## src/rtl/elx_pkg.sv

```systemverilog
`timescale 1ns / 1ps
`default_nettype none
// ----------------------------------------------------------------------------
// elx_pkg
// Shared types and constants of the expression lexer: token kinds, error
// codes, lexer modes, token and bundle records, character constants.
// ----------------------------------------------------------------------------
package elx_pkg;

	localparam int unsigned MAX_TEXT_BYTES_DEF = 4096;
	localparam int unsigned QUEUE_DEPTH = 4;
	localparam int unsigned QUEUE_AW = $clog2(QUEUE_DEPTH);

	typedef enum logic [4:0] {
		K_AND   = 5'd0,
		K_OR    = 5'd1,
		K_EQ    = 5'd2,
		K_NE    = 5'd3,
		K_NOT   = 5'd4,
		K_LT    = 5'd5,
		K_LE    = 5'd6,
		K_GT    = 5'd7,
		K_GE    = 5'd8,
		K_ADD   = 5'd9,
		K_SUB   = 5'd10,
		K_MUL   = 5'd11,
		K_DIV   = 5'd12,
		K_POW   = 5'd13,
		K_OPEN  = 5'd14,
		K_CLOSE = 5'd15,
		K_COMMA = 5'd16,
		K_NUM   = 5'd17,
		K_IDENT = 5'd18,
		K_ERROR = 5'd19
	} kind_t;

	typedef enum logic [1:0] {
		ERR_NONE    = 2'd0,
		ERR_CHAR    = 2'd1,
		ERR_POINT   = 2'd2,
		ERR_TOOLONG = 2'd3
	} err_t;

	typedef enum logic [3:0] {
		M_IDLE    = 4'd0,
		M_BANG    = 4'd1,
		M_LT      = 4'd2,
		M_GT      = 4'd3,
		M_INT     = 4'd4,
		M_PTNEED  = 4'd5,
		M_FRAC    = 4'd6,
		M_EXP     = 4'd7,
		M_EXPSIGN = 4'd8,
		M_EXPDIG  = 4'd9,
		M_IDENT   = 4'd10,
		M_IGNORE  = 4'd11
	} mode_t;

	// packed so that kind lands in the low bits of the output beat
	typedef struct packed {
		err_t        err;
		logic [12:0] length;
		logic [11:0] start;
		kind_t       kind;
	} tok_t;

	// all results caused by one input byte
	typedef struct packed {
		logic    two;
		tok_t    tok1;
		tok_t    tok0;
	} bundle_t;

	typedef struct packed {
		logic full;
		logic empty;
	} qstat_t;

	localparam logic [7:0] CH_TAB    = 8'd9;
	localparam logic [7:0] CH_LF     = 8'd10;
	localparam logic [7:0] CH_CR     = 8'd13;
	localparam logic [7:0] CH_SPACE  = 8'd32;
	localparam logic [7:0] CH_NUL    = 8'h00;
	localparam logic [7:0] CH_BANG   = 8'h21;
	localparam logic [7:0] CH_AMP    = 8'h26;
	localparam logic [7:0] CH_LPAREN = 8'h28;
	localparam logic [7:0] CH_RPAREN = 8'h29;
	localparam logic [7:0] CH_STAR   = 8'h2A;
	localparam logic [7:0] CH_PLUS   = 8'h2B;
	localparam logic [7:0] CH_COMMA  = 8'h2C;
	localparam logic [7:0] CH_MINUS  = 8'h2D;
	localparam logic [7:0] CH_POINT  = 8'h2E;
	localparam logic [7:0] CH_SLASH  = 8'h2F;
	localparam logic [7:0] CH_LESS   = 8'h3C;
	localparam logic [7:0] CH_EQUAL  = 8'h3D;
	localparam logic [7:0] CH_MORE   = 8'h3E;
	localparam logic [7:0] CH_CARET  = 8'h5E;
	localparam logic [7:0] CH_UNDER  = 8'h5F;
	localparam logic [7:0] CH_PIPE   = 8'h7C;
	localparam logic [7:0] CH_E_LO   = 8'h65;
	localparam logic [7:0] CH_E_UP   = 8'h45;

	function automatic logic is_digit(logic [7:0] c);
		return (c >= 8'h30) && (c <= 8'h39);
	endfunction

	function automatic logic is_alpha(logic [7:0] c);
		return ((c >= 8'h61) && (c <= 8'h7A)) || ((c >= 8'h41) && (c <= 8'h5A))
			|| (c == CH_UNDER);
	endfunction

endpackage
`default_nettype wire

```

## src/rtl/expression_lexer_unit.sv

```systemverilog
`timescale 1ns / 1ps
`default_nettype none
// ----------------------------------------------------------------------------
// expression_lexer_unit
// Streaming tokenizer for arithmetic expressions: bytes in, tokens out.
// ----------------------------------------------------------------------------
// Path: the byte that finishes a token writes its bundle into the queue, and
// the token then leaves through the output register.
// Throughput: one byte per cycle while the queue is not full; the output register
// moves one token per cycle while m_tready is high, so two-token bytes drain
// slower, and the four-bundle queue between lexer and output stage absorbs that.
// Reset: arst_n clears the lexer mode, byte position, queue and output valid.
module expression_lexer_unit #(
	parameter int unsigned MAX_TEXT_BYTES = elx_pkg::MAX_TEXT_BYTES_DEF
) (
	input  wire logic         clk,
	input  wire logic         arst_n,
	input  wire logic         s_tvalid,
	output logic              s_tready,
	input  wire logic [7:0]   s_tdata,   // [7:0] char_code
	input  wire logic         s_tlast,   // end_of_text
	output logic              m_tvalid,
	input  wire logic         m_tready,
	output logic [31:0]       m_tdata,   // [4:0] token_kind, [16:5] token_start,
	                                     // [29:17] token_length, [31:30] error_code
	output logic              m_tlast    // last_of_run
);
	import elx_pkg::*;

	logic     push;
	bundle_t  push_data;
	bundle_t  head;
	qstat_t   stat;
	logic     pop;
	tok_t     out_tok;

	assign s_tready = !stat.full;

	elx_front #(
		.MAX_TEXT_BYTES(MAX_TEXT_BYTES)
	) u_front (
		.clk       (clk),
		.arst_n    (arst_n),
		.in_valid  (s_tvalid),
		.in_char   (s_tdata),
		.in_end    (s_tlast),
		.space_ok  (s_tready),
		.push      (push),
		.push_data (push_data)
	);

	elx_queue u_queue (
		.clk       (clk),
		.arst_n    (arst_n),
		.push      (push),
		.push_data (push_data),
		.pop       (pop),
		.head      (head),
		.stat      (stat)
	);

	elx_back u_back (
		.clk       (clk),
		.arst_n    (arst_n),
		.head      (head),
		.stat      (stat),
		.pop       (pop),
		.out_valid (m_tvalid),
		.out_ready (m_tready),
		.out_tok   (out_tok),
		.out_last  (m_tlast)
	);

	assign m_tdata = out_tok;

endmodule
`default_nettype wire

```

## src/rtl/elx_front.sv

```systemverilog
`timescale 1ns / 1ps
`default_nettype none
// ----------------------------------------------------------------------------
// elx_front
// Lexer mode machine: takes one byte per beat and builds the bundle of up to
// two tokens that the byte finishes.
// ----------------------------------------------------------------------------
module elx_front #(
	parameter int unsigned MAX_TEXT_BYTES = elx_pkg::MAX_TEXT_BYTES_DEF
) (
	input  wire logic            clk,
	input  wire logic            arst_n,
	input  wire logic            in_valid,
	input  wire logic [7:0]      in_char,
	input  wire logic            in_end,
	input  wire logic            space_ok,
	output logic                 push,
	output elx_pkg::bundle_t     push_data
);
	import elx_pkg::*;

	localparam int unsigned PosW = $clog2(MAX_TEXT_BYTES + 1);
	localparam int unsigned DiffW = (PosW > 13) ? PosW : 13;
	localparam logic [PosW-1:0] MaxPos = PosW'(MAX_TEXT_BYTES);
	localparam logic [12:0] MaxLen = 13'(MAX_TEXT_BYTES);

	typedef struct packed {
		logic  hit;
		tok_t  tok;
		mode_t nxt;
	} step_t;

	mode_t            mode_q, mode_d;
	logic [PosW-1:0]  tbeg_q, tbeg_d;
	logic [PosW-1:0]  pos_q, pos_d;
	tok_t             tk [2];
	logic [1:0]       n;
	logic             accept;

	function automatic tok_t mk_tok(kind_t k, logic [PosW-1:0] b, logic [12:0] len, err_t e);
		tok_t t;
		logic [DiffW-1:0] bx;
		bx = DiffW'(b);
		t.kind = k;
		t.start = bx[11:0];
		t.length = len;
		t.err = e;
		return t;
	endfunction

	// ends the pending token at position e (exclusive)
	function automatic step_t do_flush(mode_t m, logic [PosW-1:0] b, logic [PosW-1:0] e);
		step_t r;
		logic [DiffW-1:0] d;
		d = DiffW'(e) - DiffW'(b);
		r.hit = 1'b1;
		r.nxt = M_IDLE;
		r.tok = mk_tok(K_NUM, b, d[12:0], ERR_NONE);
		unique case (m)
			M_BANG: r.tok.kind = K_NOT;
			M_LT: r.tok.kind = K_LT;
			M_GT: r.tok.kind = K_GT;
			M_INT, M_FRAC, M_EXP, M_EXPSIGN, M_EXPDIG: r.tok.kind = K_NUM;
			M_IDENT: r.tok.kind = K_IDENT;
			M_PTNEED: begin
				r.tok.kind = K_ERROR;
				r.tok.err = ERR_POINT;
				r.nxt = M_IGNORE;
			end
			M_IGNORE: begin
				r.hit = 1'b0;
				r.nxt = M_IGNORE;
			end
			default: r.hit = 1'b0;
		endcase
		return r;
	endfunction

	// byte that opens a new token; nxt tells the pending mode
	function automatic step_t do_start(logic [7:0] c, logic [PosW-1:0] p);
		step_t r;
		r.hit = 1'b1;
		r.nxt = M_IDLE;
		r.tok = mk_tok(K_ADD, p, 13'd1, ERR_NONE);
		unique case (c)
			CH_AMP: r.tok.kind = K_AND;
			CH_PIPE: r.tok.kind = K_OR;
			CH_EQUAL: r.tok.kind = K_EQ;
			CH_PLUS: r.tok.kind = K_ADD;
			CH_MINUS: r.tok.kind = K_SUB;
			CH_STAR: r.tok.kind = K_MUL;
			CH_SLASH: r.tok.kind = K_DIV;
			CH_CARET: r.tok.kind = K_POW;
			CH_LPAREN: r.tok.kind = K_OPEN;
			CH_RPAREN: r.tok.kind = K_CLOSE;
			CH_COMMA: r.tok.kind = K_COMMA;
			CH_BANG: begin r.hit = 1'b0; r.nxt = M_BANG; end
			CH_LESS: begin r.hit = 1'b0; r.nxt = M_LT; end
			CH_MORE: begin r.hit = 1'b0; r.nxt = M_GT; end
			CH_POINT: begin r.hit = 1'b0; r.nxt = M_PTNEED; end
			CH_TAB, CH_LF, CH_CR, CH_SPACE: r.hit = 1'b0;
			default: begin
				if (is_digit(c)) begin
					r.hit = 1'b0;
					r.nxt = M_INT;
				end else if (is_alpha(c)) begin
					r.hit = 1'b0;
					r.nxt = M_IDENT;
				end else begin
					r.tok.kind = K_ERROR;
					r.tok.err = ERR_CHAR;
					r.nxt = M_IGNORE;
				end
			end
		endcase
		return r;
	endfunction

	assign accept = in_valid && space_ok;

	always_comb begin
		step_t  fl;
		step_t  st;
		logic   eat;
		logic   is_e;
		mode_d = mode_q;
		tbeg_d = tbeg_q;
		pos_d = pos_q;
		n = 2'd0;
		tk[0] = mk_tok(K_ERROR, tbeg_q, MaxLen, ERR_TOOLONG);
		tk[1] = tk[0];
		eat = 1'b0;
		is_e = (in_char == CH_E_LO) || (in_char == CH_E_UP);
		fl = do_flush(mode_q, tbeg_q, pos_q);
		st = do_start(in_char, pos_q);
		if (mode_q != M_IGNORE) begin
			if (in_char == CH_NUL) begin
				if (fl.hit) begin tk[0] = fl.tok; n = 2'd1; end
				mode_d = M_IGNORE;
			end else if (pos_q >= MaxPos) begin
				if (fl.hit) begin tk[0] = fl.tok; n = 2'd1; end
				if (fl.nxt != M_IGNORE) begin
					tk[n[0]] = mk_tok(K_ERROR, '0, MaxLen, ERR_TOOLONG);
					n = n + 2'd1;
				end
				mode_d = M_IGNORE;
			end else begin
				// feed: stay inside the pending token where the byte extends it
				unique case (mode_q)
					M_BANG, M_LT, M_GT: begin
						if (in_char == CH_EQUAL) begin
							eat = 1'b1;
							mode_d = M_IDLE;
							tk[0] = mk_tok((mode_q == M_BANG) ? K_NE :
								((mode_q == M_LT) ? K_LE : K_GE), tbeg_q, 13'd2, ERR_NONE);
							n = 2'd1;
						end
					end
					M_INT: begin
						if (is_digit(in_char)) eat = 1'b1;
						else if (in_char == CH_POINT) begin eat = 1'b1; mode_d = M_PTNEED; end
						else if (is_e) begin eat = 1'b1; mode_d = M_EXP; end
					end
					M_PTNEED: begin
						eat = 1'b1;
						if (is_digit(in_char)) mode_d = M_FRAC;
						else begin
							tk[0] = fl.tok;
							n = 2'd1;
							mode_d = fl.nxt;
						end
					end
					M_FRAC: begin
						if (is_digit(in_char)) eat = 1'b1;
						else if (is_e) begin eat = 1'b1; mode_d = M_EXP; end
					end
					M_EXP: begin
						if (in_char == CH_PLUS || in_char == CH_MINUS) begin
							eat = 1'b1;
							mode_d = M_EXPSIGN;
						end else if (is_digit(in_char)) begin
							eat = 1'b1;
							mode_d = M_EXPDIG;
						end
					end
					M_EXPSIGN, M_EXPDIG: begin
						if (is_digit(in_char)) begin eat = 1'b1; mode_d = M_EXPDIG; end
					end
					M_IDENT: begin
						if (is_alpha(in_char) || is_digit(in_char)) eat = 1'b1;
					end
					default: ;
				endcase
				if (!eat) begin
					if (fl.hit) begin tk[0] = fl.tok; n = 2'd1; end
					mode_d = st.nxt;
					tbeg_d = pos_q;
					if (st.hit) begin
						tk[n[0]] = st.tok;
						n = n + 2'd1;
					end
				end
				pos_d = pos_q + 1'b1;
				if (in_end && mode_d != M_IGNORE) begin
					fl = do_flush(mode_d, tbeg_d, pos_d);
					if (fl.hit) begin
						tk[n[0]] = fl.tok;
						n = n + 2'd1;
					end
				end
			end
		end
		if (in_end) begin
			mode_d = M_IDLE;
			tbeg_d = '0;
			pos_d = '0;
		end
	end

	assign push = accept && (n != 2'd0);
	assign push_data.tok0 = tk[0];
	assign push_data.tok1 = tk[1];
	assign push_data.two = n[1];

	always_ff @(posedge clk or negedge arst_n) begin
		if (!arst_n) begin
			mode_q <= M_IDLE;
			tbeg_q <= '0;
			pos_q <= '0;
		end else if (accept) begin
			mode_q <= mode_d;
			tbeg_q <= tbeg_d;
			pos_q <= pos_d;
		end
	end

endmodule
`default_nettype wire

```

## src/rtl/elx_queue.sv

```systemverilog
`timescale 1ns / 1ps
`default_nettype none
// ----------------------------------------------------------------------------
// elx_queue
// Small FIFO of token bundles between the lexer and the output stage.
// ----------------------------------------------------------------------------
module elx_queue (
	input  wire logic              clk,
	input  wire logic              arst_n,
	input  wire logic              push,
	input  wire elx_pkg::bundle_t  push_data,
	input  wire logic              pop,
	output elx_pkg::bundle_t       head,
	output elx_pkg::qstat_t        stat
);
	import elx_pkg::*;

	bundle_t               mem_q [QUEUE_DEPTH];
	logic [QUEUE_AW-1:0]   wr_q, rd_q;
	logic [QUEUE_AW:0]     cnt_q;

	assign stat.full = (cnt_q == (QUEUE_AW + 1)'(QUEUE_DEPTH));
	assign stat.empty = (cnt_q == '0);
	assign head = mem_q[rd_q];

	always_ff @(posedge clk) begin
		if (push) mem_q[wr_q] <= push_data;
	end

	always_ff @(posedge clk or negedge arst_n) begin
		if (!arst_n) begin
			wr_q <= '0;
			rd_q <= '0;
			cnt_q <= '0;
		end else begin
			if (push) wr_q <= wr_q + 1'b1;
			if (pop) rd_q <= rd_q + 1'b1;
			unique case ({push, pop})
				2'b10: cnt_q <= cnt_q + 1'b1;
				2'b01: cnt_q <= cnt_q - 1'b1;
				default: cnt_q <= cnt_q;
			endcase
		end
	end

	a_no_overflow: assert property (@(posedge clk) disable iff (!arst_n)
		push |-> !stat.full || pop)
		else $error("bundle pushed into a full queue");
	a_no_underflow: assert property (@(posedge clk) disable iff (!arst_n)
		pop |-> !stat.empty)
		else $error("bundle popped from an empty queue");
	a_count_range: assert property (@(posedge clk) disable iff (!arst_n)
		cnt_q <= (QUEUE_AW + 1)'(QUEUE_DEPTH))
		else $error("queue count out of range");
	a_count_step: assert property (@(posedge clk) disable iff (!arst_n)
		(push && !pop) |=> cnt_q == $past(cnt_q) + 1'b1)
		else $error("queue count did not follow a push");

endmodule
`default_nettype wire

```

## src/rtl/elx_back.sv

```systemverilog
`timescale 1ns / 1ps
`default_nettype none
// ----------------------------------------------------------------------------
// elx_back
// Output stage: walks through each queued bundle and puts one token per beat
// into the output register, marking the final token of each byte.
// ----------------------------------------------------------------------------
module elx_back (
	input  wire logic              clk,
	input  wire logic              arst_n,
	input  wire elx_pkg::bundle_t  head,
	input  wire elx_pkg::qstat_t   stat,
	output logic                   pop,
	output logic                   out_valid,
	input  wire logic              out_ready,
	output elx_pkg::tok_t          out_tok,
	output logic                   out_last
);
	import elx_pkg::*;

	logic  valid_q;
	logic  sel_q;
	tok_t  tok_q;
	logic  last_q;
	logic  load;
	logic  take;
	logic  final_tok;

	assign load = !valid_q || out_ready;
	assign take = load && !stat.empty;
	assign final_tok = sel_q || !head.two;
	assign pop = take && final_tok;

	always_ff @(posedge clk or negedge arst_n) begin
		if (!arst_n) begin
			valid_q <= 1'b0;
			sel_q <= 1'b0;
		end else if (load) begin
			valid_q <= !stat.empty;
			if (take) sel_q <= !final_tok;
		end
	end

	always_ff @(posedge clk) begin
		if (take) begin
			tok_q <= sel_q ? head.tok1 : head.tok0;
			last_q <= final_tok;
		end
	end

	assign out_valid = valid_q;
	assign out_tok = tok_q;
	assign out_last = last_q;

	a_sel_has_second: assert property (@(posedge clk) disable iff (!arst_n)
		sel_q |-> !stat.empty && head.two)
		else $error("second token selected without a two-token bundle");
	a_sel_returns: assert property (@(posedge clk) disable iff (!arst_n)
		(sel_q && take) |=> !sel_q)
		else $error("token select did not return after second token");
	a_err_code: assert property (@(posedge clk) disable iff (!arst_n)
		valid_q |-> ((tok_q.kind == K_ERROR) == (tok_q.err != ERR_NONE)))
		else $error("error code does not match token kind");

endmodule
`default_nettype wire
```

## config.mk

```make
export PLATFORM = sky130hd
export DESIGN_NAME = expression_lexer_unit
export DESIGN_NICKNAME = d
export VERILOG_FILES = /design/src/rtl/elx_pkg.sv /design/src/rtl/expression_lexer_unit.sv /design/src/rtl/elx_front.sv /design/src/rtl/elx_queue.sv /design/src/rtl/elx_back.sv
export SDC_FILE = /design/constraint.sdc
export NUM_CORES = 1
export LEC_CHECK = 0
export BUFFER_PORTS_ARGS = -buffer_cell sky130_fd_sc_hd__buf_4
export CORE_ASPECT_RATIO = 1.1
export CORE_MARGIN = 2
export CORE_UTILIZATION = 55
export CTS_CLUSTER_SIZE = 30
export DETAILED_ROUTE_END_ITERATION = 10
export GPL_TIMING_DRIVEN = 0
export PLACE_DENSITY = 0.68
export SETUP_SLACK_MARGIN = 0.15
export SYNTH_ARGS = -nofsm -noshare
export SYNTH_HDL_FRONTEND = slang
export SYNTH_HIERARCHICAL = 1
export SYNTH_SLANG_ARGS = --single-unit
```

## constraint.sdc

```tcl
create_clock -name clk -period 10.69 [get_ports clk]
set_clock_uncertainty 0.1 [all_clocks]
set_input_delay 0.5345 -clock clk [delete_from_list [all_inputs] [get_ports clk]]
set_output_delay 0.5345 -clock clk [all_outputs]
set_load 0.005 [all_outputs]
```

==> results summary <==
The final cell count without fillers came out at 1728. The total length of routed wires came out at 40200 µm. The routed length on met1 came out at 17900 µm. By area the synthesized netlist is led by sky130_fd_sc_hd__edfxtp_1 52%, sky130_fd_sc_hd__mux4_2 8.7%, sky130_fd_sc_hd__dfrtp_1 5.8%.

The post-synthesis share of cell area spent on xor and xnor gates came out at 2.14%. Along the worst path, the maximum fanout reaches 10. The average footprint of a synthesized cell came out at 14.0 µm². The wire length per cell is 23.2 µm. Clock tree synthesis selected as its root buffer the cell sky130_fd_sc_hd__clkbuf_16.

The total global routing overflow came out at 0. The count of routing violations after the opening detailed-route iteration is 877. The post-detailed-route count of antenna-violating nets is 0. The number of global-route vias before repair came out at 10400. The count of antenna diodes in the layout came out at 0.

Walking the worst path, the cells encountered are clkbuf_1 -> o21ai_0 -> nor2_4 -> nor3_4 -> buf_2 -> buf_1 -> a21oi_1 -> fa_1 -> nand2_1 -> nand2_1 -> a21oi_1 -> nor4_1 -> a22oi_2 -> a32oi_1 -> a211oi_1 -> mux2i_1 -> o221ai_1. The initial antenna violation count is 0. Of the total synthesized cell area, the portion taken by AND, OR, NAND and NOR gates is 10.2%. Broken down by cell family, the worst path's largest delay share belongs to compound AO/OA/AOI/OAI gates. The maximum clock frequency came out at 166 MHz.

The layout overhead on the synthesized area is 12.8%. The final critical-path required period is 6.02 ns. The worst register-to-register path begins at u_front/mode_q[1]$_DFFE_PN0P_. The worst pin sits at a relative slew slack of 9.55%. The fraction of final layout cells sized beyond drive strength 1 came out at 22.6%.

The overall die height is 187 µm. The part of the Yosys area used for sequential elements came out at 58.2%. The endpoint of the lowest-slack register-to-register path is u_queue/mem_q[1][61]$_DFFE_PP_. The floorplan die width is 171 µm. The count of flip-flops with a built-in enable after synthesis is 293. For this design the ratio of total power to cell area is 285 nW/µm². The core region is 30300 µm². The insertion delay of the later-clocked pin in the worst-skew pair is 0.52 ns. Post-CTS repair changed the size of 0 cells. Routability-driven placement finished with a final weighted congestion of 0.957. The number of failing setup endpoints in the final timing report came out at 0. The worst-case register-to-register setup slack came out at 4.67 ns. The worst supply voltage drop on vdd is 140 µV.

The proportion of register bits with asynchronous set or reset after synthesis came out at 11.7%. The worst hold path begins at m_tready. Detailed placement finished with a half-perimeter wire length of 27700 µm.

For hold timing, the worst endpoint is u_back/out_valid$_DFFE_PN0N_. In the final design database the tool counted 1337 nets. The number of flip-flops and latches in the synthesized netlist is 332.

The quantity of hold-fixing buffers added after cts came out at 1. The post-synthesis compound-gate area fraction is 9.30%. The detailed router used layers up to and including met4. The die outline area came out at 32000 µm². The arrival time at the worst endpoint is 6.09 ns. After Yosys synthesis, full adders, half adders and majority gates account for 2.82% of the synthesized area. The worst setup path is of the reg -> reg kind. Setup repair after global routing left no endpoint under its margin. The category of the worst setup path capture point is a register. The kind of path behind the tightest hold check is in -> reg. The global-route wire length before repair came out at 62100 µm. The number of warnings printed during yosys synthesis came out at 6. The total DRC errors in the routed layout is 0. The number of buffers inserted by post-CTS setup repair came out at 0. The CTS H-tree depth is 2. The critical path data required time came out at 10.76 ns.

The via count came out at 10500. Once placement completed, the tool counted placed cells totaling 1664. The netlist uses 94 different library cells. The initial standard-cell utilization of the core is 55.5%. The synthesized instance count came out at 1199. The combined buffer and inverter count along the critical path came out at 3. The number of pins with negative max-slew slack in the final report came out at 0. The total leakage power is 0.00679 µW.

Detailed routing placed a total of 19500 µm of wire on met2. For this run, the leading register cell type out of synthesis is sky130_fd_sc_hd__edfxtp_1. The run finished with clean final reports. The detailed route wirelength on metal3 is 1770 µm. The count of maximum capacitance violations is 0.

The detailed-router iteration count before antenna repair came out at 5. Summing every instance area after synthesis gives 16800 µm². The delay of the slowest critical-path stage came out at 0.57 ns.

For this run, the total global-route usage over all layers was measured as 25.9%. STA classifies the critical path startpoint as a register. 48 I/O pins were placed.

In this run the tool buffered the top-level ports with 46 buffer cells. Among all cell types in the netlist, the one instantiated most often is sky130_fd_sc_hd__edfxtp_1. The leading area contributor after synthesis is sky130_fd_sc_hd__edfxtp_1. The number of cells on the worst hold path came out at 2. By area, the combinational part of the netlist is dominated by multiplexers.

The multiplexer share of the synthesized area came out at 13.5%. The clock transition at the registers of the reported paths came out at 0.07 ns. The clock tree buffer depth is 3. The synthesized net count came out at 1248. The slowest cell on the critical path is sky130_fd_sc_hd__buf_1. The setup TNS came out at 0 ns. The floorplan has 67 rows. The post-detailed-route via-to-cell ratio is 6.05.

The count of final hold-check violations is 0. By count the netlist is led by 293 x sky130_fd_sc_hd__edfxtp_1, 90 x sky130_fd_sc_hd__nand2_1, 69 x sky130_fd_sc_hd__nor2_1. The TritonCTS clock tree is built. The post-route fraction of the period consumed by the critical path came out at 56.3%.

The clock sink total is 332. The CTS buffer count is 35. The share of synthesized area in the top cell type comes to 52.4%. For the worst flop-to-flop path, the logic depth is 17. The maximum number of pins on one net before global-route repair is 53. At the pin with the least slew margin, the transition time is 1.34 ns.
## metrics by stage
step           setup slack, ns  instance area, µm²  total power, µW  utilization (%)  hold WS [ns]
5_1_grt                   4.51               19000             5680             62.6         0.101
4_1_cts                   4.85               19000             5450             62.6        0.0957
3_3_place_gp              3.48               17700             4200             58.4         0.382
6_report                  4.67               19000             5410             62.6         0.111
3_5_place_dp              4.33               17800             4250             58.9         0.386
2_1_floorplan             5.47               16800             3580                -         0.139
## power by group
group,switching (µW),total [µW],internal [µW]
clock network,489,1180,688
logic,1200,2180,987
registers,97.5,2050,1950
## layer usage
layer | up-vias | global-route usage [%]
li1 | 4788 | -
met1 | 5287 | 37.3
met2 | 307 | 41.8
met3 | 69 | 2.96
met4 | 0 | 7.69
met5 | - | 0
## sequential cells by signal, indices dropped and copies added, names as in the netlist
register and count:
u_queue/mem_q 260, u_back/out_tok 32, u_front/pos_q 13, u_front/tbeg_q 13, u_front/mode_q 4, u_queue/cnt_q 3, u_queue/rd_q 2, u_queue/wr_q 2
u_back/out_last 1, u_back/out_valid 1, u_back/sel_q 1
## cell families after synthesis
kind of cell | count (synthesis)
fa+ha+maj | 36
xor+xnor | 41
mux | 130
simple gates | 325
flops | 332
buf+inv | 113
compound gates | 222
## cells in the final DEF (no fill, tap or decap), drive strengths merged, types with 4 or more instances in the layout
cell type,n
a211o,4
a211oi,10
a21boi,7
a21o,6
a21oi,48
a22o,18
a22oi,7
a31oi,9
a32oi,4
and2,15
and3,13
buf,99
clkbuf,66
clkinv,12
dfrtp,39
edfxtp,293
ha,33
inv,49
mux2,34
mux2i,31
mux4,65
nand2,93
nand2b,9
nand3,28
nand4,7
nor2,72
nor2b,15
nor3,27
nor3b,6
nor4,5
o211ai,7
o21a,8
o21ai,62
o22ai,5
or2,9
or3,12
xnor2,23
xor2,18
## worst max path at each step
stage	start	end	depth (start not counted)
3_3_place_gp	s_tdata[1]	u_queue/mem_q[0][24]$_DFFE_PP_	14
6_report	u_front/mode_q[1]$_DFFE_PN0P_	u_queue/mem_q[1][61]$_DFFE_PP_	17
4_1_cts	u_front/mode_q[1]$_DFFE_PN0P_	u_queue/mem_q[1][61]$_DFFE_PP_	17
2_1_floorplan	s_tdata[2]	u_queue/mem_q[0][0]$_DFFE_PP_	12
3_5_place_dp	s_tdata[1]	u_queue/mem_q[0][61]$_DFFE_PP_	21
5_1_grt	s_tdata[1]	u_queue/mem_q[1][61]$_DFFE_PP_	21
## final cells by class
type / instances / area [µm²]
clock inverter: 15 / 124
buffer: 66 / 477
sequential: 332 / 9770
tap: 414 / 518
timing repair buffer: 52 / 485
multi-input combinational: 754 / 6390
inverter: 47 / 176
fill: 2268 / 11300
clock buffer: 48 / 1010
Power figures use the tool's default switching activity.
